<file path="config.mk">
export PLATFORM = sky130hd
export DESIGN_NAME = wve_sample_mem
export DESIGN_NICKNAME = d
export VERILOG_FILES = /design/src/rtl/wve_pkg.sv /design/src/rtl/wve_sample_mem.sv
export SDC_FILE = /design/constraint.sdc
export NUM_CORES = 1
export LEC_CHECK = 0
export ABC_AREA = 0
export BUFFER_PORTS_ARGS = -buffer_cell sky130_fd_sc_hd__buf_2
export CORE_MARGIN = 2
export CORE_UTILIZATION = 40
export CTS_BUF_LIST = sky130_fd_sc_hd__clkbuf_4
export CTS_CLUSTER_DIAMETER = 150
export DETAILED_ROUTE_END_ITERATION = 8
export PLACE_DENSITY_LB_ADDON = 0.12
export SLEW_MARGIN = 20
export SYNTH_ARGS = -nofsm -noshare
export SYNTH_HDL_FRONTEND = slang
export SYNTH_SLANG_ARGS = --single-unit
</file>
<file path="constraint.sdc">
create_clock -name clk -period 8.1 [get_ports clk]
set_input_delay 0 -clock clk [delete_from_list [all_inputs] [get_ports clk]]
set_output_delay 0 -clock clk [all_outputs]
set_load 0.02 [all_outputs]
</file>
<file path="src/rtl/wve_pkg.sv">
// Shared types, widths and constants of the weighted velocity estimator.
package wve_pkg;

	localparam int HISTORY_DEPTH_DEF = 8;

	localparam int CMD_W     = 2;
	localparam int POS_W     = 24;
	localparam int STAMP_W   = 32;
	localparam int TU_W      = 16;
	localparam int VEL_W     = 32;
	localparam int PAIRS_W   = 3;
	localparam int PAIRS_MAX = 7;

	// Q4.12 weight, 10.0 at the start of a walk
	localparam int WEIGHT_W = 16;
	localparam logic [WEIGHT_W-1:0] WEIGHT_START = 16'd40960;
	// Geometric sum of the weights stays below 4 * 10.0
	localparam int TOTW_W = 18;

	localparam int DIFF_W  = POS_W + 1;
	localparam int PROD_W  = DIFF_W + TU_W + 1;
	localparam int WPROD_W = WEIGHT_W + 1 + VEL_W;
	localparam int SUM_W   = WPROD_W + 1;
	localparam int DEN_W   = STAMP_W;

	localparam logic [TU_W-1:0] TU_RESET = 16'd1000;

	typedef enum logic [CMD_W-1:0] {
		CMD_ADD     = 2'd0,
		CMD_COMPUTE = 2'd1,
		CMD_CLEAR   = 2'd2
	} cmd_t;

	typedef struct packed {
		logic [POS_W-1:0]   x;
		logic [POS_W-1:0]   y;
		logic [STAMP_W-1:0] t;
	} sample_t;

endpackage

</file>
<file path="src/rtl/wve_sample_mem.sv">
// Sample history memory: one write port, one read port, registered read data.
module wve_sample_mem #(
	parameter int DEPTH = wve_pkg::HISTORY_DEPTH_DEF,
	parameter int IDX_W = $clog2(DEPTH)
) (
	input  logic                 clk,
	input  logic                 wr_en,
	input  logic [IDX_W-1:0]     wr_addr,
	input  wve_pkg::sample_t     wr_data,
	input  logic                 rd_en,
	input  logic [IDX_W-1:0]     rd_addr,
	output wve_pkg::sample_t     rd_data
);
	import wve_pkg::*;

	sample_t mem [DEPTH];
	sample_t rd_data_q;

	always_ff @(posedge clk) begin
		if (wr_en) begin
			mem[wr_addr] <= wr_data;
		end
		if (rd_en) begin
			rd_data_q <= mem[rd_addr];
		end
	end

	assign rd_data = rd_data_q;

endmodule

</file>
==> impl_metrics.py, run 1 <==
metrics = {
    "drt": {
        "drt_iter0_drc": 681,
        "drt_pass1_iterations": 6,
        "vias": 12500,
        "wl_per_cell_um": 23.0,
        "drt-total-wl_um": 57500,
        "drc": 0,
        "ant_nets": 0,
        "via_per_inst": 5.00,
    },
    "critical_path": {
        "critical_path_class": "input pin to flip-flop",
        "cp-start-kind": "input pin",
        "crit_family": "buffers and inverters",
        "required_ns": 8.80,
        "r2r_end": "rd_data[52]",
        "cp_max_fo": 63,
        "r2r_cells": 4,
        "r2r_slack_ns": 5.67,
        "r2r-start": "mem[2][52]",
        "path_cells": "dlygate4sd3_1 > buf_6 > buf_4 > buf_4 > mux4_2 > mux2_2",
        "cpMostUsedCell": "buf_4",
        "slowest_stage": "buf_4",
        "slowest_delay_ns": 0.77,
        "critPathCaptureType": "flip-flop",
        "critPathBufInv": 4,
        "cp.arrival_ns": 3.33,
    },
    "placed_design": {
        "dp_hpwl_um": 27200,
        "pre_cts_ws_ns": 4.97,
        "gp_congestion": 0.681,
        "io_buffers": 168,
    },
    "yosys": {
        "ys_warn_count": 0,
        "synth_top_family_by_area": "multiplexers",
        "synth-adder-area-share": 0,
        "synth_top_cell_by_area": "edfxtp_1",
        "yosysUniqueCellTypes": 11,
        "synth_area_leaders": "edfxtp_1 (82%), mux4_2 (14%), mux2_2 (3.4%)",
        "synth.cell_area_um2": 26500,
        "synth.yosys.seq_area_share": 0.817,
        "synth_seq_cells": 720,
        "netlist_instances": 1018,
        "syn_area_per_cell_um2": 26.0,
        "synth_compound_area_frac": 0,
        "synth_top_area_share": 0.817,
        "synthMuxAreaShare": 0.170,
        "synth_xor_area_frac": 0,
        "synth-simple-area-share": 0.00222,
        "postSynthNetCount": 1107,
    },
    "min_path": {
        "hold_class": "input pin to flip-flop",
        "hold_path_depth": 2,
        "hold_end": "rd_data[65]",
        "min-delay-start": "rd_en",
    },
    "sta": {
        "finalCritPeriodShare": 0.325,
        "clock.fmax_mhz": 380,
        "hold_viol": 0,
        "timing.final.setup_violations": 0,
        "drv_slew": 0,
        "setup_tns_ns": 0,
        "fin_ws_ns": 5.47,
        "hold_slack_ns": 0.219,
        "period_needed_ns": 2.63,
        "final.setup_skew_ns": 0.0391,
        "rsz0062_at_grt": "false",
        "max_slew_margin": 0.300,
        "worstMarginPinSlew_ns": 1.05,
    },
    "status": {
        "status": "completed",
    },
    "grt": {
        "grt-ovfl-total": 0,
        "grt_pass1_wl_um": 85500,
        "grt_max_degree": 99,
        "grt_pass1_vias": 13900,
        "antenna_found_initial": 8,
        "grt_usage": 0.174,
    },
    "cells_and_area": {
        "layout.nets": 1609,
        "drive_gt1_frac": 0.436,
        "final_common_cell": "edfxtp_1",
        "area_delta_synth_final_pct": 22.3,
        "final_cell_mix": "edfxtp_1 (720), clkbuf_4 (258), dlygate4sd3_1 (173), buf_2 (164), mux4_2 (160)",
        "fill_cells": 5529,
    },
    "clock_network": {
        "cts_resized": 0,
        "cts_buffers": 183,
        "cts_tree": "yes",
        "cts_num_sinks": 720,
        "htreeDepth": 4,
        "clkSlewWorstSetupHoldPaths_ns": 0.07,
        "clock_path_buffers": 3,
        "clockRootBuffer": "clkbuf_4",
        "insertion_delay_ns": 0.98,
    },
    "die": {
        "die_w_um": 261,
        "num_io_pins": 169,
        "start_util": 0.403,
        "placementRows": 94,
        "die_h_um": 261,
        "die_area_um2": 68200,
        "core_area_um2": 65600,
    },
    "power_and_ir_drop": {
        "p_per_area_nw_per_um2": 241,
        "vdd_drop_max_mv": 0.123,
        "total_leakage_power_nw": 10.8,
    },
    "run": {
        "cap_violations": 0,
    },
}
-- worst register-to-register path, cell delays in order, from the launching register on --
cell	delay [ns]
edfxtp_1	0.37
mux4_2	0.45
dlygate4sd3_1	0.56
mux2_2	0.25
dlygate4sd3_1	0.55
-- area by class of cell --
type / instances / area (um2) / share of cell area
sequential: 720 / 21600 / 0.668
multi-input combinational: 253 / 4620 / 0.143
timing repair buffer: 362 / 2760 / 0.0854
clock buffer: 258 / 1940 / 0.0599
tap: 864 / 1080 / 0.0334
clock inverter: 41 / 328 / 0.0101
antenna: 4 / 10.0 / 0.000309
-- repair_timing --
| item | in CTS | in global routing |
|---|---|---|
| hold endpoints to repair | 1089 | 0 |
| hold buffers | 173 | 0 |
| buffers inserted | 0 | 0 |
-- per-stage QoR --
stage | area, um2 | power (W) | std cells | util
after floorplan | 26500 | 0.00463 | 1018 | -
final | 32400 | 0.00780 | 2502 | 0.493
after CTS | 32300 | 0.00794 | 2498 | 0.493
after detailed placement | 28400 | 0.00481 | 2026 | 0.432
after global routing | 32400 | 0.00816 | 2502 | 0.493
after global placement | 28400 | 0.00480 | 2026 | 0.432
-- synth_stat cells (all sizes together) --
library cell	instances
edfxtp	720
mux4	160
mux2	80
buf	30
clkbuf	15
nor2	6
nand2b	3
nand2	2
nor3	2
-- state kept, by name, indices dropped and copies added, names as in the netlist --
signal and count:
mem 640, rd_data 80
-- kinds of logic after synthesis --
logic type,after synthesis
simple gates,13
mux,240
flops,720
buf+inv,45
-- worst max path at each step --
stage                     startpoint  cells past startpoint  slack, ns           to
after detailed placement  rd_addr[2]                      5       4.97  rd_data[33]
after global routing      rd_addr[2]                      6       5.40  rd_data[14]
after global placement    rd_addr[2]                      5       4.99  rd_data[14]
final                     rd_addr[2]                      6       5.47  rd_data[12]
after floorplan           wr_addr[2]                      2       1.88    mem[0][0]
after CTS                 rd_addr[2]                      6       5.52  rd_data[35]
-- where the power goes --
group / switching (W) / internal (W)
Combinational: 0.000260 / 0.000233
Clock: 0.00138 / 0.00164
Sequential: 0.0000340 / 0.00426
-- routing by layer --
metal	part of all wire	global-route usage
met5	0.00087	0
met4	0.016	0.0612
met3	0.055	0.0520
met2	0.51	0.290
met1	0.41	0.217
(Power assumes the default switching activity.)
==> inputs of run 2 (changes only) <==
clock period = 2.1 ns   (was 8.1 ns; I/O delays follow)
==> run 2 against run 1 <==
Sequential share of layout area decreased by 1.2 points. First-iteration DRC count increased by 5.4%. Routed wire length decreased by 2.1%. Design area increased by 1.8%. Sequential power increased to 3.9 times the previous value. Combinational power increased to 4.0 times the previous value. Die area unchanged. Clock power increased to 3.8 times the previous value. Register-to-register slack got worse by 5.5 ns.
==> impl_metrics.py, run 2 (synthesis gave the netlist of run 1 again) <==
metrics = {
    "clock_network": {
        "cts_num_sinks": 720,
        "cts_buffers": 185,
        "clkSlewWorstSetupHoldPaths_ns": 0.06,
        "cts_tree": "yes",
        "htreeDepth": 4,
        "clockRootBuffer": "clkbuf_4",
        "insertion_delay_ns": 0.96,
        "clock_path_buffers": 3,
    },
    "die": {
        "placementRows": 94,
        "num_io_pins": 169,
        "die_w_um": 261,
        "core_area_um2": 65600,
        "die_area_um2": 68200,
        "die_h_um": 261,
        "start_util": 0.403,
    },
    "sta": {
        "max_slew_margin": 0.690,
        "final.setup_skew_ns": 0.0347,
        "period_needed_ns": 1.90,
        "timing.final.setup_violations": 0,
        "rsz0062_at_grt": "false",
        "drv_slew": 0,
        "clock.fmax_mhz": 527,
        "worstMarginPinSlew_ns": 0.465,
        "hold_viol": 0,
        "hold_slack_ns": 0.130,
        "finalCritPeriodShare": 0.904,
    },
    "cells_and_area": {
        "largest_reg_flops": 640,
        "final_cell_mix": "edfxtp_1 (720), clkbuf_4 (272), dlygate4sd3_1 (174), buf_2 (164), mux4_2 (160)",
        "drive_gt1_frac": 0.442,
        "final_common_cell": "edfxtp_1",
        "layout.nets": 1631,
        "regMostFlops": "mem",
        "area_delta_synth_final_pct": 24.5,
        "final_area_um2": 32900,
        "fin_util": 0.502,
    },
    "grt": {
        "grt_pass1_wl_um": 83800,
        "grt_max_degree": 54,
        "grt-ovfl-total": 0,
        "antenna_found_initial": 8,
        "grt_usage": 0.170,
        "grt_pass1_vias": 13800,
    },
    "run": {
        "cap_violations": 0,
    },
    "min_path": {
        "min-delay-start": "wr_addr[0]",
        "hold_end": "mem[0][42]",
        "hold_class": "input pin to flip-flop",
        "hold_path_depth": 4,
    },
    "critical_path": {
        "path_cells": "mux4_2 > mux2_2 > dlygate4sd3_1",
        "r2r_end": "rd_data[61]",
        "critical_path_class": "flip-flop to flip-flop",
        "cp_max_fo": 1,
        "critPathBufInv": 1,
        "crit_family": "multiplexers",
        "r2r_slack_ns": 0.20,
        "cp.arrival_ns": 2.63,
        "required_ns": 2.83,
        "critPathCaptureType": "flip-flop",
        "slowest_stage": "dlygate4sd3_1",
        "cp-start-kind": "flip-flop",
        "slowest_delay_ns": 0.55,
        "r2r_cells": 3,
        "cp_num_cells": 3,
        "r2r-start": "mem[7][61]",
    },
    "drt": {
        "via_per_inst": 4.97,
        "ant_nets": 0,
        "drc": 0,
        "drt_pass1_iterations": 6,
        "vias": 12600,
        "drt-total-wl_um": 56300,
        "wl_per_cell_um": 22.1,
        "drt_iter0_drc": 718,
    },
    "power_and_ir_drop": {
        "p_per_area_nw_per_um2": 912,
        "total_leakage_power_nw": 11.0,
        "vdd_drop_max_mv": 0.447,
        "power.total_w": 0.0300,
    },
    "status": {
        "status": "completed",
    },
    "placed_design": {
        "gp_congestion": 0.686,
        "dp_hpwl_um": 28800,
        "io_buffers": 168,
        "placed_area_um2": 28900,
    },
}
[run 2: how the worst max path moves through the flow]
stage	startpoint	to	slack (ns)
floorplan	wr_addr[1]	mem[1][0]	-0.60
global placement	rd_addr[0]	rd_data[68]	0.48
detailed placement	rd_addr[0]	rd_data[50]	0.48
CTS	wr_en	mem[0][79]	0.03
global route	mem[7][59]	rd_data[59]	0.16
finish	mem[7][61]	rd_data[61]	0.20
[run 2: timing repair]
action / in CTS / in global routing
hold endpoints to repair: 1440 / 0
hold buffers: 175 / 0
buffers inserted: 0 / 0
resized for setup: 0 / 2
endpoints found under the setup margin: 0 / 37
[run 2: cell type report]
type | instances | area (um2)
diodes | 6 | 15.0
multi-input cells | 253 | 4650
fillers | 5488 | 32700
flip-flops and latches | 720 | 21600
clock inverters | 46 | 231
repair buffers | 382 | 3290
well taps | 864 | 1080
clock buffers | 272 | 2040
[run 2: metal layers]
metal	part of all wire	GRT usage
met1	0.45	0.226
met2	0.49	0.270
met3	0.051	0.0523
met4	0.015	0.0554
met5	0.0012	0
[run 2: tightest hold or removal path, cell delays in order]
cell and delay (ns):
dlygate4sd3_1 0.52, buf_2 0.18, nor3_4 0.06, buf_4 0.17
[run 2: stage by stage]
stage | setup TNS, ns | worst slack (ns) | cells
2_1_floorplan | -295.31 | -0.603 | 1018
3_3_place_gp | 0 | 0.476 | 2045
3_5_place_dp | 0 | 0.483 | 2045
4_1_cts | 0 | 0.0331 | 2538
5_1_grt | 0 | 0.162 | 2540
6_report | 0 | 0.203 | 2543
[run 2: power breakdown]
part / total [W] / leakage (nW) / switching, W / internal, W
sequential: 0.0166 / 6.60 / 0.000136 / 0.0164
combinational: 0.00199 / 3.09 / 0.00101 / 0.000977
clock: 0.0115 / 1.37 / 0.00537 / 0.00612
==> inputs of run 3 (changes only) <==
CTS_BUF_LIST = sky130_fd_sc_hd__clkbuf_8   (was sky130_fd_sc_hd__clkbuf_4)
==> run 3 against run 2 <==
Register-to-register slack improved by 0.51 ns. Cell count fell by 7.8%. Clock skew decreased by 0.020 ns. Global-route usage is 0.48 points lower. Count of clock-buffer cells in the layout is 153 lower. Total power down 3.2%. Hold slack lost 0.012 ns. Design area down 3.3%. Critical path depth is 3 higher. Largest cell class unchanged. Highest routed layer unchanged.
==> impl_metrics.py, run 3 (synthesis gave the netlist of run 1 again) <==
metrics = {
    "status": {
        "status": "completed",
    },
    "die": {
        "core_area_um2": 65600,
        "num_io_pins": 169,
        "die_h_um": 261,
        "start_util": 0.403,
        "die_area_um2": 68200,
        "placementRows": 94,
        "die_w_um": 261,
    },
    "grt": {
        "busiest_layer": "met2",
        "grt_pass1_vias": 12900,
        "groute.layer.met1.usage": 0.232,
        "grt_usage": 0.165,
        "grt_util_met3": 0.0363,
        "grt_pass1_wl_um": 82100,
        "use_met2": 0.261,
        "antenna_found_initial": 6,
        "grt-ovfl-total": 0,
        "grt_max_degree": 54,
    },
    "cells_and_area": {
        "stdcell_count": 2345,
        "final_cell_mix": "edfxtp_1 (720), buf_2 (164), mux4_2 (160), clkbuf_8 (119), dlygate4sd3_1 (92)",
        "regMostFlops": "mem",
        "layout.nets": 1479,
        "final_common_cell": "edfxtp_1",
        "fill_cells": 5418,
        "drive_gt1_frac": 0.408,
        "area_delta_synth_final_pct": 20.4,
        "largest_reg_flops": 640,
    },
    "placed_design": {
        "io_buffers": 168,
        "dp.cells": 2045,
        "gp_congestion": 0.686,
        "dp_hpwl_um": 28800,
    },
    "drt": {
        "drc": 0,
        "drt_iter0_drc": 790,
        "drt-total-wl_um": 55500,
        "wl_per_cell_um": 23.7,
        "vias": 11900,
        "via_per_inst": 5.07,
        "drt_pass1_iterations": 5,
        "ant_nets": 0,
    },
    "critical_path": {
        "cp-start-kind": "input pin",
        "required_ns": 2.49,
        "cp.arrival_ns": 2.29,
        "r2r_cells": 2,
        "critPathCaptureType": "flip-flop",
        "critical_path_class": "input pin to flip-flop",
        "cp_max_fo": 4,
    },
    "sta": {
        "hold_viol": 0,
        "clock.fmax_mhz": 528,
        "drv_slew": 0,
        "worstMarginPinSlew_ns": 0.462,
        "hold_slack_ns": 0.118,
        "finalCritPeriodShare": 0.902,
        "rsz0062_at_grt": "false",
        "timing.final.setup_violations": 0,
        "final.setup_skew_ns": 0.0149,
        "max_slew_margin": 0.692,
        "period_needed_ns": 1.90,
    },
    "power_and_ir_drop": {
        "vdd_drop_max_mv": 0.469,
        "p_per_area_nw_per_um2": 913,
        "total_leakage_power_nw": 10.5,
    },
    "clock_network": {
        "clockRootBuffer": "clkbuf_8",
        "clock_path_buffers": 3,
        "cts_tree": "yes",
        "ctsHoldBuffers": 92,
        "post_cts_buffers": 0,
        "clkSlewWorstSetupHoldPaths_ns": 0.06,
        "cts_buffers": 115,
        "cts_resized": 0,
        "htreeDepth": 3,
        "cts_num_sinks": 720,
        "insertion_delay_ns": 0.69,
    },
    "min_path": {
        "hold_class": "input pin to flip-flop",
        "hold_path_depth": 2,
    },
    "run": {
        "cap_violations": 0,
    },
}
## run 3: changes by cell type in the layout (fill, tap and decap cells not counted)
cell           previous run  this run
inv_1                     0        25
clkbuf_8                  0       119
bufinv_16                 2         1
clkbuf_4                272         0
diode_2                   6         1
clkinv_2                  2        23
inv_2                     5         0
buf_4                    10        12
clkinvlp_4                1         2
clkinv_4                  0         1
buf_6                     3         1
dlygate4sd3_1           174        92
## run 3: critical path, stage by stage
cell and delay, ns:
dlygate4sd3_1 0.54, buf_2 0.16, nand2b_4 0.19, dlygate4sd3_1 0.61, nor2_4 0.20, dlygate4sd3_1 0.59
## run 3: area by class of cell
type | count | area [um2] | share of cell area
flip-flops and latches | 720 | 21600 | 0.679
multi-input cells | 253 | 4650 | 0.146
repair buffers | 300 | 2460 | 0.0772
clock buffers | 119 | 1640 | 0.0514
well taps | 864 | 1080 | 0.0339
clock inverters | 88 | 398 | 0.0125
diodes | 1 | 2.50 | 0.0000786
## run 3: worst paths after layout
check / start / endpoint / slack [ns]
worst min register to register: mem[7][13] / rd_data[13] / 0.75
worst max register to register: mem[6][28] / rd_data[28] / 0.71
worst max-delay path: wr_addr[2] / mem[1][42] / 0.20
worst min-delay path: wr_data[16] / mem[4][16] / 0.12
## run 3: power breakdown
| group | internal, W | switching [W] |
|---|---|---|
| clock | 0.00536 | 0.00529 |
| sequential | 0.0164 | 0.000137 |
| combinational | 0.000873 | 0.000998 |
## run 3: per-layer routing
layer  share of wire  routed length, um
met5          0.0011                 59
met4           0.015                814
met3           0.053               2940
met2            0.48              26600
met1            0.45              25100
## run 3: metrics by stage
step | setup slack (ns) | cell area (um2) | util | TNS [ns] | power, W
after floorplan | -0.603 | 26500 | - | -295.31 | 0.0178
after global placement | 0.476 | 28900 | 0.440 | 0 | 0.0186
after detailed placement | 0.483 | 28900 | 0.440 | 0 | 0.0186
after CTS | 0.297 | 31900 | 0.485 | 0 | 0.0296
after global routing | 0.203 | 31900 | 0.485 | 0 | 0.0303
final | 0.205 | 31900 | 0.485 | 0 | 0.0291
