`src/rtl/wve_pkg.sv`:
```
// Shared types, widths and constants of the weighted velocity estimator.
package wve_pkg;

	localparam int HISTORY_DEPTH_DEF = 8;

	localparam int CMD_W     = 2;
	localparam int POS_W     = 24;
	localparam int STAMP_W   = 32;
	localparam int TU_W      = 16;
	localparam int VEL_W     = 32;
	localparam int PAIRS_W   = 3;
	localparam int PAIRS_MAX = 7;

	// Q4.12 weight, 10.0 at the start of a walk
	localparam int WEIGHT_W = 16;
	localparam logic [WEIGHT_W-1:0] WEIGHT_START = 16'd40960;
	// Geometric sum of the weights stays below 4 * 10.0
	localparam int TOTW_W = 18;

	localparam int DIFF_W  = POS_W + 1;
	localparam int PROD_W  = DIFF_W + TU_W + 1;
	localparam int WPROD_W = WEIGHT_W + 1 + VEL_W;
	localparam int SUM_W   = WPROD_W + 1;
	localparam int DEN_W   = STAMP_W;

	localparam logic [TU_W-1:0] TU_RESET = 16'd1000;

	typedef enum logic [CMD_W-1:0] {
		CMD_ADD     = 2'd0,
		CMD_COMPUTE = 2'd1,
		CMD_CLEAR   = 2'd2
	} cmd_t;

	typedef struct packed {
		logic [POS_W-1:0]   x;
		logic [POS_W-1:0]   y;
		logic [STAMP_W-1:0] t;
	} sample_t;

endpackage

```
`src/rtl/wve_divider.sv`:
```
// Serial signed divider, one quotient bit per cycle, truncating and saturating.
module wve_divider #(
	parameter int NUM_W = wve_pkg::SUM_W,
	parameter int DEN_W = wve_pkg::DEN_W,
	parameter int Q_W   = wve_pkg::VEL_W
) (
	input  logic                    clk,
	input  logic                    arst_n,
	input  logic                    start,
	input  logic signed [NUM_W-1:0] num,
	input  logic signed [DEN_W-1:0] den,
	output logic                    done,
	output logic signed [Q_W-1:0]   quo
);
	localparam int CNT_W = $clog2(NUM_W + 1);
	localparam logic [NUM_W-1:0] POS_LIM = {{(NUM_W-Q_W+1){1'b0}}, {(Q_W-1){1'b1}}};
	localparam logic [NUM_W-1:0] NEG_LIM = POS_LIM + 1'b1;

	logic [NUM_W-1:0] num_u, num_mag;
	logic [DEN_W-1:0] den_u, den_mag;
	logic [NUM_W-1:0] quo_q;
	logic [DEN_W-1:0] rem_q, den_q;
	logic             neg_q, busy_q, done_q;
	logic [CNT_W-1:0] cnt_q;
	logic [DEN_W:0]   trial, diff;
	logic             ge;
	logic [NUM_W-1:0] neg_mag;

	assign num_u   = num;
	assign den_u   = den;
	assign num_mag = num[NUM_W-1] ? (~num_u + 1'b1) : num_u;
	assign den_mag = den[DEN_W-1] ? (~den_u + 1'b1) : den_u;

	assign trial = {rem_q, quo_q[NUM_W-1]};
	assign diff  = trial - {1'b0, den_q};
	assign ge    = (trial >= {1'b0, den_q});

	always_ff @(posedge clk or negedge arst_n) begin
		if (!arst_n) begin
			busy_q <= 1'b0;
			done_q <= 1'b0;
			cnt_q  <= '0;
		end else begin
			done_q <= 1'b0;
			if (start) begin
				busy_q <= 1'b1;
				cnt_q  <= CNT_W'(NUM_W);
			end else if (busy_q) begin
				cnt_q <= cnt_q - 1'b1;
				if (cnt_q == CNT_W'(1)) begin
					busy_q <= 1'b0;
					done_q <= 1'b1;
				end
			end
		end
	end

	always_ff @(posedge clk) begin
		if (start) begin
			quo_q <= num_mag;
			den_q <= den_mag;
			rem_q <= '0;
			neg_q <= num[NUM_W-1] ^ den[DEN_W-1];
		end else if (busy_q) begin
			// shift the dividend out as quotient bits shift in
			rem_q <= ge ? diff[DEN_W-1:0] : trial[DEN_W-1:0];
			quo_q <= {quo_q[NUM_W-2:0], ge};
		end
	end

	assign neg_mag = ~quo_q + 1'b1;

	always_comb begin
		if (neg_q) begin
			quo = (quo_q > NEG_LIM) ? {1'b1, {(Q_W-1){1'b0}}} : neg_mag[Q_W-1:0];
		end else begin
			quo = (quo_q > POS_LIM) ? {1'b0, {(Q_W-1){1'b1}}} : quo_q[Q_W-1:0];
		end
	end

	assign done = done_q;

endmodule

```
`config.mk`:
```
export PLATFORM = sky130hd
export DESIGN_NAME = wve_divider
export DESIGN_NICKNAME = d
export VERILOG_FILES = /design/src/rtl/wve_pkg.sv /design/src/rtl/wve_divider.sv
export SDC_FILE = /design/constraint.sdc
export NUM_CORES = 1
export LEC_CHECK = 0
export ABC_AREA = 1
export BUFFER_PORTS_ARGS = -buffer_cell sky130_fd_sc_hd__buf_2
export CORE_MARGIN = 5
export CORE_UTILIZATION = 33
export CTS_BUF_LIST = sky130_fd_sc_hd__clkbuf_4
export DETAILED_ROUTE_END_ITERATION = 7
export GPL_ROUTABILITY_DRIVEN = 0
export MAX_ROUTING_LAYER = met4
export PLACE_DENSITY = 0.55
export RECOVER_POWER = 50
export SLEW_MARGIN = 20
export SYNTH_ARGS = -nofsm -noshare
export SYNTH_HDL_FRONTEND = slang
export SYNTH_SLANG_ARGS = --single-unit
```
`constraint.sdc`:
```
create_clock -name clk -period 5.28 [get_ports clk]
set_input_delay 1.056 -clock clk [delete_from_list [all_inputs] [get_ports clk]]
set_output_delay 1.056 -clock clk [all_outputs]
set_load 0.01 [all_outputs]
```
==> impl_results.rst, run 1 <==
.. list-table::
   :header-rows: 1

   * - Metric
     - Value
   * - Sequential element share of the synthesized area
     - 29.1%
   * - Layout Cell Area excl Fill
     - 0.0128 mm^2
   * - Height of the die
     - 196 um
   * - DPL Wire Length
     - 29700 um
   * - Min Hold Slack
     - 0.399 ns
   * - Unrepaired setup endpoints after global routing
     - no
   * - Ys flop type
     - sky130_fd_sc_hd__edfxtp_1
   * - Num CTS Buffers
     - 17
   * - Overflow left after global routing
     - 0
   * - Post-DRT Antenna Nets
     - 0
   * - Hold-fix buffers, CTS
     - 0
   * - Post-layout utilization of the core
     - a little under two fifths
   * - IO buf count
     - 117
   * - Final Setup Violations
     - 0
   * - Total Wirelength
     - about 37000 um
   * - All-layer global routing usage
     - 19.7%
   * - Standard cell with the maximum stage delay on the critical path
     - sky130_fd_sc_hd__clkbuf_1
   * - Fill cells
     - 3812
   * - Global-route wire length before repair
     - 59500 um
   * - Number of detailed-routing iterations run before antenna repair
     - 8
   * - Type of element capturing the critical path
     - flip-flop
   * - Total count of max-transition violations in the final report
     - around 170
   * - Number of nets in the layout
     - 2062
   * - Mapped Area
     - 0.0115 mm^2
   * - Net count after synthesis
     - 1965
   * - I/O Pins
     - 118
   * - Post-route worst setup slack
     - 0.715 ns
   * - Int Pwr
     - 2.48 mW
   * - Buffers from clock root to sink, at most
     - 2
   * - Initial core utilization
     - 33.3%
   * - Storage element area
     - ~0.0033 mm^2
   * - Setup skew after layout
     - 0.0416 ns
   * - Max Freq
     - 219 MHz
   * - Violated checks
     - DRC, capacitance limit, slew limit
   * - Switching Fraction
     - 45.6%
   * - Critical path cell sequence
     - clkbuf_1, clkbuf_1, nand3_1, o21ai_0
   * - Setup crit start kind
     - input port
   * - Std cell rows
     - between 60 and 70
   * - Setup slack at placement
     - 1.55 ns
   * - Count of cell types in the netlist
     - 45
   * - Remaining design rule violation count
     - 6
   * - Maximum number of pins on one net before global-route repair
     - 61
   * - Async S/R FF share, synth
     - between 6 and 7%
   * - Fin Setup TNS
     - 0 ns
   * - Post-detailed-placement cell area
     - 0.0124 mm^2
   * - Yosys reg bits
     - 123
   * - Number of synthesized flops with an enable pin
     - 83
   * - Worst path most repeated cell
     - sky130_fd_sc_hd__clkbuf_1
   * - Die Area
     - just under 0.04 mm^2
   * - Worst min path class
     - input port to async pin
   * - Power per Cell Area
     - between 300 and 400 mW/mm^2
   * - Remaining max-slew budget at the tightest pin
     - -83.3%
   * - Finished Layout Cells
     - 2409
   * - Required time at the worst-slack endpoint
     - 5.67 ns
   * - Number of antenna violations at the first check in global routing
     - 2
   * - Status
     - finished, violations left
   * - Number of post-CTS setup repair buffers
     - 0
   * - TritonCTS sink count
     - between 100 and 150
   * - Part of the power in combinational logic
     - just over 50%
   * - Avg Inst Size Synth
     - approximately 6.2 um^2
   * - Ratio of cells with drive above 1 in the final layout
     - 9.84%
   * - Post-Place Cells
     - 2375
   * - Number of cells produced by synthesis
     - 1842
   * - Clock network latency to the later pin of the worst-skew pair
     - 0.59 ns
   * - Final routed wire length divided by cell count
     - 15.4 um
   * - Count of routing violations after the opening detailed-route iteration
     - 1049
   * - Clock transition at the register clock pins on the worst setup and hold paths after CTS
     - 0.13 ns
   * - Count of max-cap constraint violations
     - 3
   * - Crit path time final
     - 4.57 ns
   * - Clock root buffer
     - sky130_fd_sc_hd__clkbuf_4
   * - Layout overhead on the synthesized area
     - 11.4%
   * - Critical path arrival
     - 4.95 ns
   * - Transition time at the pin with the least slew margin
     - 2.75 ns
   * - Area used by multi-input combinational logic
     - 0.00677 mm^2
   * - Net Sw Power
     - around 2.1 mW
   * - Number of failing hold endpoints at the final stage
     - 0
   * - Worst-path maximum fanout
     - 58
   * - Clock tree from TritonCTS
     - done
   * - VDD IR-drop max
     - 0.000169 V
   * - Number of global-route vias before repair
     - 11124
   * - Width of the chip
     - 196 um
   * - Post-route total power
     - 4.56 mW
   * - Total leakage power
     - roughly 6.4 nW
   * - Via density per instance
     - 4.91
   * - Depth of the CTS H-tree
     - 4
   * - Seq pwr share
     - 30.4%
   * - Worst path max stage delay
     - 2.02 ns
   * - Area of the core
     - 0.0345 mm^2
   * - Total vias in the final route
     - 11832
   * - Post-CTS sizing
     - 0
   * - Path type of the worst setup path
     - input port to flip-flop
   * - Final Cycle Share
     - 86.5%
   * - YS warnings
     - 0
   * - Part of the total power dissipated in the clock network
     - approximately a fifth
-- final timing paths --
path                            from   endpoint  slack (ns)  depth (start not counted)
max in group asynchronous     arst_n   cnt_q[5]        4.55                          1
setup reg to reg           den_q[20]   quo_q[0]        2.08                         14
hold / removal                arst_n   cnt_q[3]        0.40                          1
hold reg to reg            rem_q[21]  rem_q[21]        0.48                          2
min in group clk           rem_q[21]  rem_q[21]        0.48                          2
setup / recovery               start  quo_q[29]        0.71                          4
-- kinds of logic (layout without fill, tap and decap cells) --
logic type / count (synthesis) / in the layout / synth area share [%]
adders and majority gates: 38 / 38 / 4.21
buffers and inverters: 350 / 460 / 12.0
DFF: 123 / 123 / 29.1
AOI/OAI and AO/OA: 175 / 175 / 8.03
and+or+nand+nor: 1070 / 1070 / 40.2
other: 0 / 2 / 0
xor gates and xnor gates: 86 / 86 / 6.57
-- layer usage --
| layer | part of all wire, % | track usage (%) |
|---|---|---|
| met5 | 0 | - |
| met4 | 1.9 | 5.04 |
| met2 | 44 | 29.3 |
| met1 | 49 | 28.4 |
| met3 | 5.3 | 2.68 |
-- worst max-delay path: cells and delay by family --
kind / cells / cell delay [ns]
buffers and inverters: 2 / 3.07
and+or+nand+nor: 1 / 0.56
AOI/OAI and AO/OA: 1 / 0.21
-- state kept, by name (all words and copies together) (netlist names) --
signal and flops:
done 1, cnt_q 6, busy_q 1, rem_q 32
neg_q 1, den_q 32, quo_q 50
-- final cells by class --
class                           instances  share of cell area [%]
Timing Repair Buffer                  123                    4.75
Tap cell                              455                    4.45
Antenna cell                            2                  0.0391
Clock buffer                           19                    1.12
Multi-Input combinational cell       1369                    52.9
Sequential cell                       123                    26.1
Inverter                              305                    8.95
Clock inverter                         13                    1.67
-- cell usage in the layout, fill, tap and decap left out, types with 20 or more instances in the layout --
cell,n
sky130_fd_sc_hd__ha_1,37
sky130_fd_sc_hd__o21ai_1,27
sky130_fd_sc_hd__dfxtp_1,32
sky130_fd_sc_hd__inv_1,295
sky130_fd_sc_hd__nand4_1,41
sky130_fd_sc_hd__nand3_1,162
sky130_fd_sc_hd__xor2_1,65
sky130_fd_sc_hd__o21ai_0,100
sky130_fd_sc_hd__nand2_1,597
sky130_fd_sc_hd__a21oi_1,28
sky130_fd_sc_hd__edfxtp_1,83
sky130_fd_sc_hd__nand3b_1,20
sky130_fd_sc_hd__nor2_1,179
sky130_fd_sc_hd__xnor2_1,21
sky130_fd_sc_hd__buf_2,112
-- Yosys cell counts, types with 2 or more instances --
cell type	instances	area [um^2]
sky130_fd_sc_hd__nor3_1	16	80.1
sky130_fd_sc_hd__xor2_1	65	569
sky130_fd_sc_hd__or2_0	2	12.5
sky130_fd_sc_hd__nor2_2	10	62.6
sky130_fd_sc_hd__o31ai_1	2	15.0
sky130_fd_sc_hd__dfrtp_1	8	200
sky130_fd_sc_hd__clkinv_1	6	22.5
sky130_fd_sc_hd__nand3b_1	20	150
sky130_fd_sc_hd__o21ai_1	28	140
sky130_fd_sc_hd__ha_1	37	463
sky130_fd_sc_hd__o21ai_2	2	17.5
sky130_fd_sc_hd__inv_2	4	15.0
sky130_fd_sc_hd__buf_2	8	40.0
sky130_fd_sc_hd__xnor2_1	21	184
sky130_fd_sc_hd__nand2_1	597	2240
sky130_fd_sc_hd__nand3_1	162	811
sky130_fd_sc_hd__o21ai_0	99	495
sky130_fd_sc_hd__nand4_1	41	257
sky130_fd_sc_hd__dfxtp_1	32	641
sky130_fd_sc_hd__or2_2	6	37.5
sky130_fd_sc_hd__o21bai_1	4	30.0
sky130_fd_sc_hd__and2_1	3	18.8
sky130_fd_sc_hd__buf_6	6	67.6
sky130_fd_sc_hd__a31oi_1	7	43.8
sky130_fd_sc_hd__buf_1	5	18.8
sky130_fd_sc_hd__nor2_1	180	676
sky130_fd_sc_hd__inv_1	295	1110
sky130_fd_sc_hd__nor3_2	2	20.0
sky130_fd_sc_hd__clkbuf_1	25	93.8
sky130_fd_sc_hd__nor4_1	9	56.3
sky130_fd_sc_hd__nor2_4	3	33.8
sky130_fd_sc_hd__o21a_1	2	15.0
sky130_fd_sc_hd__nand3_2	6	60.1
sky130_fd_sc_hd__edfxtp_1	83	2490
sky130_fd_sc_hd__nand2_2	9	56.3
sky130_fd_sc_hd__a21oi_1	28	140
-- power groups by stage --
stage / clock [mW] / sequential, mW / combinational, mW
after floorplan: 0 / 1.35 / 1.79
after global routing: 0.929 / 1.41 / 2.64
final: 0.867 / 1.39 / 2.31
after global placement: 0 / 1.40 / 2.29
after detailed placement: 0 / 1.40 / 2.29
after CTS: 0.892 / 1.38 / 2.31
Power figures use the tool's default switching activity.
==> inputs of run 2 (changes only) <==
CELL_PAD_IN_SITES_DETAIL_PLACEMENT = 1   (was default)
CELL_PAD_IN_SITES_GLOBAL_PLACEMENT = 1   (was default)
PLACE_DENSITY = 0.71   (was 0.55)
==> impl_results.rst, run 2 (synthesis gave the netlist of run 1 again) <==
.. list-table::
   :header-rows: 1

   * - Metric
     - Value
   * - Status
     - finished, violations left
   * - Violated checks
     - capacitance limit, slew limit
   * - Leading cell types in the layout, fill and taps excluded
     - sky130_fd_sc_hd__nand2_1, sky130_fd_sc_hd__inv_1, sky130_fd_sc_hd__nor2_1, sky130_fd_sc_hd__nand3_1, sky130_fd_sc_hd__buf_2
   * - Worst Reg-to-Reg Cells
     - 4
   * - Total count of max-transition violations in the final report
     - 188
   * - Area of the core
     - 0.0345 mm^2
   * - Transition time at the pin with the least slew margin
     - 2.46 ns
   * - Total leakage power
     - 6.38 nW
   * - Layout overhead on the synthesized area
     - 11.0%
   * - Number of flip-flops under the largest register name
     - 50
   * - All-layer global routing usage
     - 21.4%
   * - Clock tree from TritonCTS
     - done
   * - Setup skew after layout
     - 0.0532 ns
   * - Critical path cell sequence
     - clkbuf_1, clkbuf_1, nand3_1, o21ai_0
   * - Most common cell after layout, fill and taps aside
     - sky130_fd_sc_hd__nand2_1
   * - Remaining design rule violation count
     - 0
   * - Width of the chip
     - 196 um
   * - Via density per instance
     - about 5.0
   * - Count of routing violations after the opening detailed-route iteration
     - 636
   * - Initial core utilization
     - 33.3%
   * - Buffers from clock root to sink, at most
     - 2
   * - Total Wirelength
     - 40700 um
   * - Max Freq
     - 219 MHz
   * - Post-detailed-placement cell area
     - 0.0124 mm^2
   * - Number of failing hold endpoints at the final stage
     - 0
   * - Worst-case register-to-register setup slack
     - 1.89 ns
   * - Global-route wire length before repair
     - 65000 um
   * - Overflow left after global routing
     - 0
   * - TritonCTS sink count
     - around 120
   * - Number of antenna violations at the first check in global routing
     - 2
   * - I/O Pins
     - 118
   * - Critical path arrival
     - 4.97 ns
   * - Post-DRT Antenna Nets
     - 0
   * - Number of global-route vias before repair
     - 12068
   * - Standard cell with the maximum stage delay on the critical path
     - sky130_fd_sc_hd__clkbuf_1
   * - Unrepaired setup endpoints after global routing
     - no
   * - Post-route total power
     - 4.52 mW
   * - Largest registers
     - quo_q x50, den_q x32, rem_q x32
   * - Height of the die
     - 196 um
   * - Worst-path maximum fanout
     - 49
   * - Count of max-cap constraint violations
     - 4
   * - Power per Cell Area
     - 355 mW/mm^2
   * - Type of element capturing the critical path
     - flip-flop
   * - Layout Cell Area excl Fill
     - 0.0127 mm^2
   * - DPL Wire Length
     - ~33000 um
   * - Total vias in the final route
     - 12004
   * - Clock root buffer
     - sky130_fd_sc_hd__clkbuf_4
   * - Family with the most delay on the worst path
     - buffers and inverters
   * - Worst path max stage delay
     - 1.83 ns
   * - Required time at the worst-slack endpoint
     - ~5.7 ns
   * - Reg-to-reg startpoint
     - busy_q
   * - Ratio of cells with drive above 1 in the final layout
     - 9.84%
   * - Clock transition at the register clock pins on the worst setup and hold paths after CTS
     - approximately 0.14 ns
   * - IO buf count
     - 117
   * - Number of buffer and inverter instances along the worst setup path
     - 2
   * - Depth of the CTS H-tree
     - 4
   * - CP endpoint
     - quo_q[29]
   * - Num CTS Buffers
     - 17
   * - Path type of the worst setup path
     - input port to flip-flop
   * - Finished Layout Cells
     - 2409
   * - Final Cycle Share
     - 86.7%
   * - Number of detailed-routing iterations run before antenna repair
     - 7
   * - Std cell rows
     - 68
   * - Number of post-CTS setup repair buffers
     - 0
   * - Min Hold Slack
     - around 0.38 ns
   * - Remaining max-slew budget at the tightest pin
     - -64.0%
   * - Post-CTS sizing
     - 0
   * - Biggest register
     - quo_q
   * - Worst setup path startpoint
     - start
   * - Crit path time final
     - between 4 and 5 ns
   * - Final routed wire length divided by cell count
     - between 15 and 20 um
   * - Post-Place Cells
     - 2375
   * - Clock network latency to the later pin of the worst-skew pair
     - 0.61 ns
   * - Final Setup Violations
     - 0
   * - VDD IR-drop max
     - 0.000143 V
   * - Worst path most repeated cell
     - sky130_fd_sc_hd__clkbuf_1
   * - Number of nets in the layout
     - 2062
   * - Hold-fix buffers, CTS
     - 0
   * - Worst min path class
     - input port to async pin
   * - Maximum number of pins on one net before global-route repair
     - 61
   * - Number of cells on the critical path
     - 4
   * - Fin Setup TNS
     - 0 ns
   * - Die Area
     - 0.0386 mm^2
   * - Crit Reg-Reg Endpoint
     - quo_q[42]
   * - Setup crit start kind
     - input port
[run 2: cell types whose count changed in the layout (fill, tap and decap cells not counted)]
| cell | change |
|---|---|
| sky130_fd_sc_hd__buf_4 | +2 |
| sky130_fd_sc_hd__bufinv_16 | -3 |
| sky130_fd_sc_hd__clkbuf_1 | -1 |
| sky130_fd_sc_hd__clkbuf_2 | -1 |
| sky130_fd_sc_hd__clkbuf_4 | -2 |
| sky130_fd_sc_hd__clkinv_2 | -1 |
| sky130_fd_sc_hd__clkinv_8 | +1 |
| sky130_fd_sc_hd__clkinvlp_4 | +1 |
| sky130_fd_sc_hd__inv_6 | +3 |
| sky130_fd_sc_hd__inv_8 | +1 |
| sky130_fd_sc_hd__nor2_1 | +1 |
| sky130_fd_sc_hd__nor2_2 | -1 |
| sky130_fd_sc_hd__o21ai_0 | -1 |
| sky130_fd_sc_hd__o21ai_1 | +1 |
[run 2: report_power, final]
group | switching (mW) | internal [mW] | total [mW] | leakage [nW]
registers | 0.155 | 1.23 | 1.39 | 1.23
logic | 1.57 | 0.813 | 2.39 | 5.00
clock network | 0.452 | 0.297 | 0.748 | 0.155
[run 2: layer usage]
layer / part of all wire, % / GRT usage (%)
met1: 49 / 30.0
met2: 45 / 33.5
met3: 3.5 / 2.41
met4: 1.8 / 5.04
met5: 0 / -
[run 2: worst register-to-register path: stages, from the launching register on]
cell and delay (ns):
sky130_fd_sc_hd__dfrtp_1 0.45, sky130_fd_sc_hd__nor2_1 0.12, sky130_fd_sc_hd__clkbuf_1 0.92, sky130_fd_sc_hd__inv_1 1.08
sky130_fd_sc_hd__buf_4 0.55
[run 2: final cells by class]
cell class | instances | area, um^2
Clock buffer | 17 | 128
Sequential cell | 123 | 3330
Clock inverter | 15 | 180
Multi-Input combinational cell | 1369 | 6770
Timing Repair Buffer | 123 | 613
Fill cell | 4649 | 21700
Tap cell | 455 | 569
Antenna cell | 2 | 5.00
Inverter | 305 | 1140
[run 2: worst min path at each step]
| stage | start | slack [ns] | to |
|---|---|---|---|
| floorplan | rem_q[9] | 0.44 | rem_q[9] |
| global placement | rem_q[23] | 0.46 | rem_q[23] |
| detailed placement | rem_q[16] | 0.46 | rem_q[16] |
| CTS | arst_n | 0.25 | cnt_q[1] |
| global route | arst_n | 0.38 | cnt_q[5] |
| finish | arst_n | 0.38 | cnt_q[1] |
[run 2: stage by stage]
stage                     util (%)  worst slack [ns]
after floorplan                  -              2.07
after global placement        36.1              1.68
after detailed placement      36.1              1.44
after CTS                     37.0             0.760
after global routing          37.0             0.298
final                         37.0             0.704
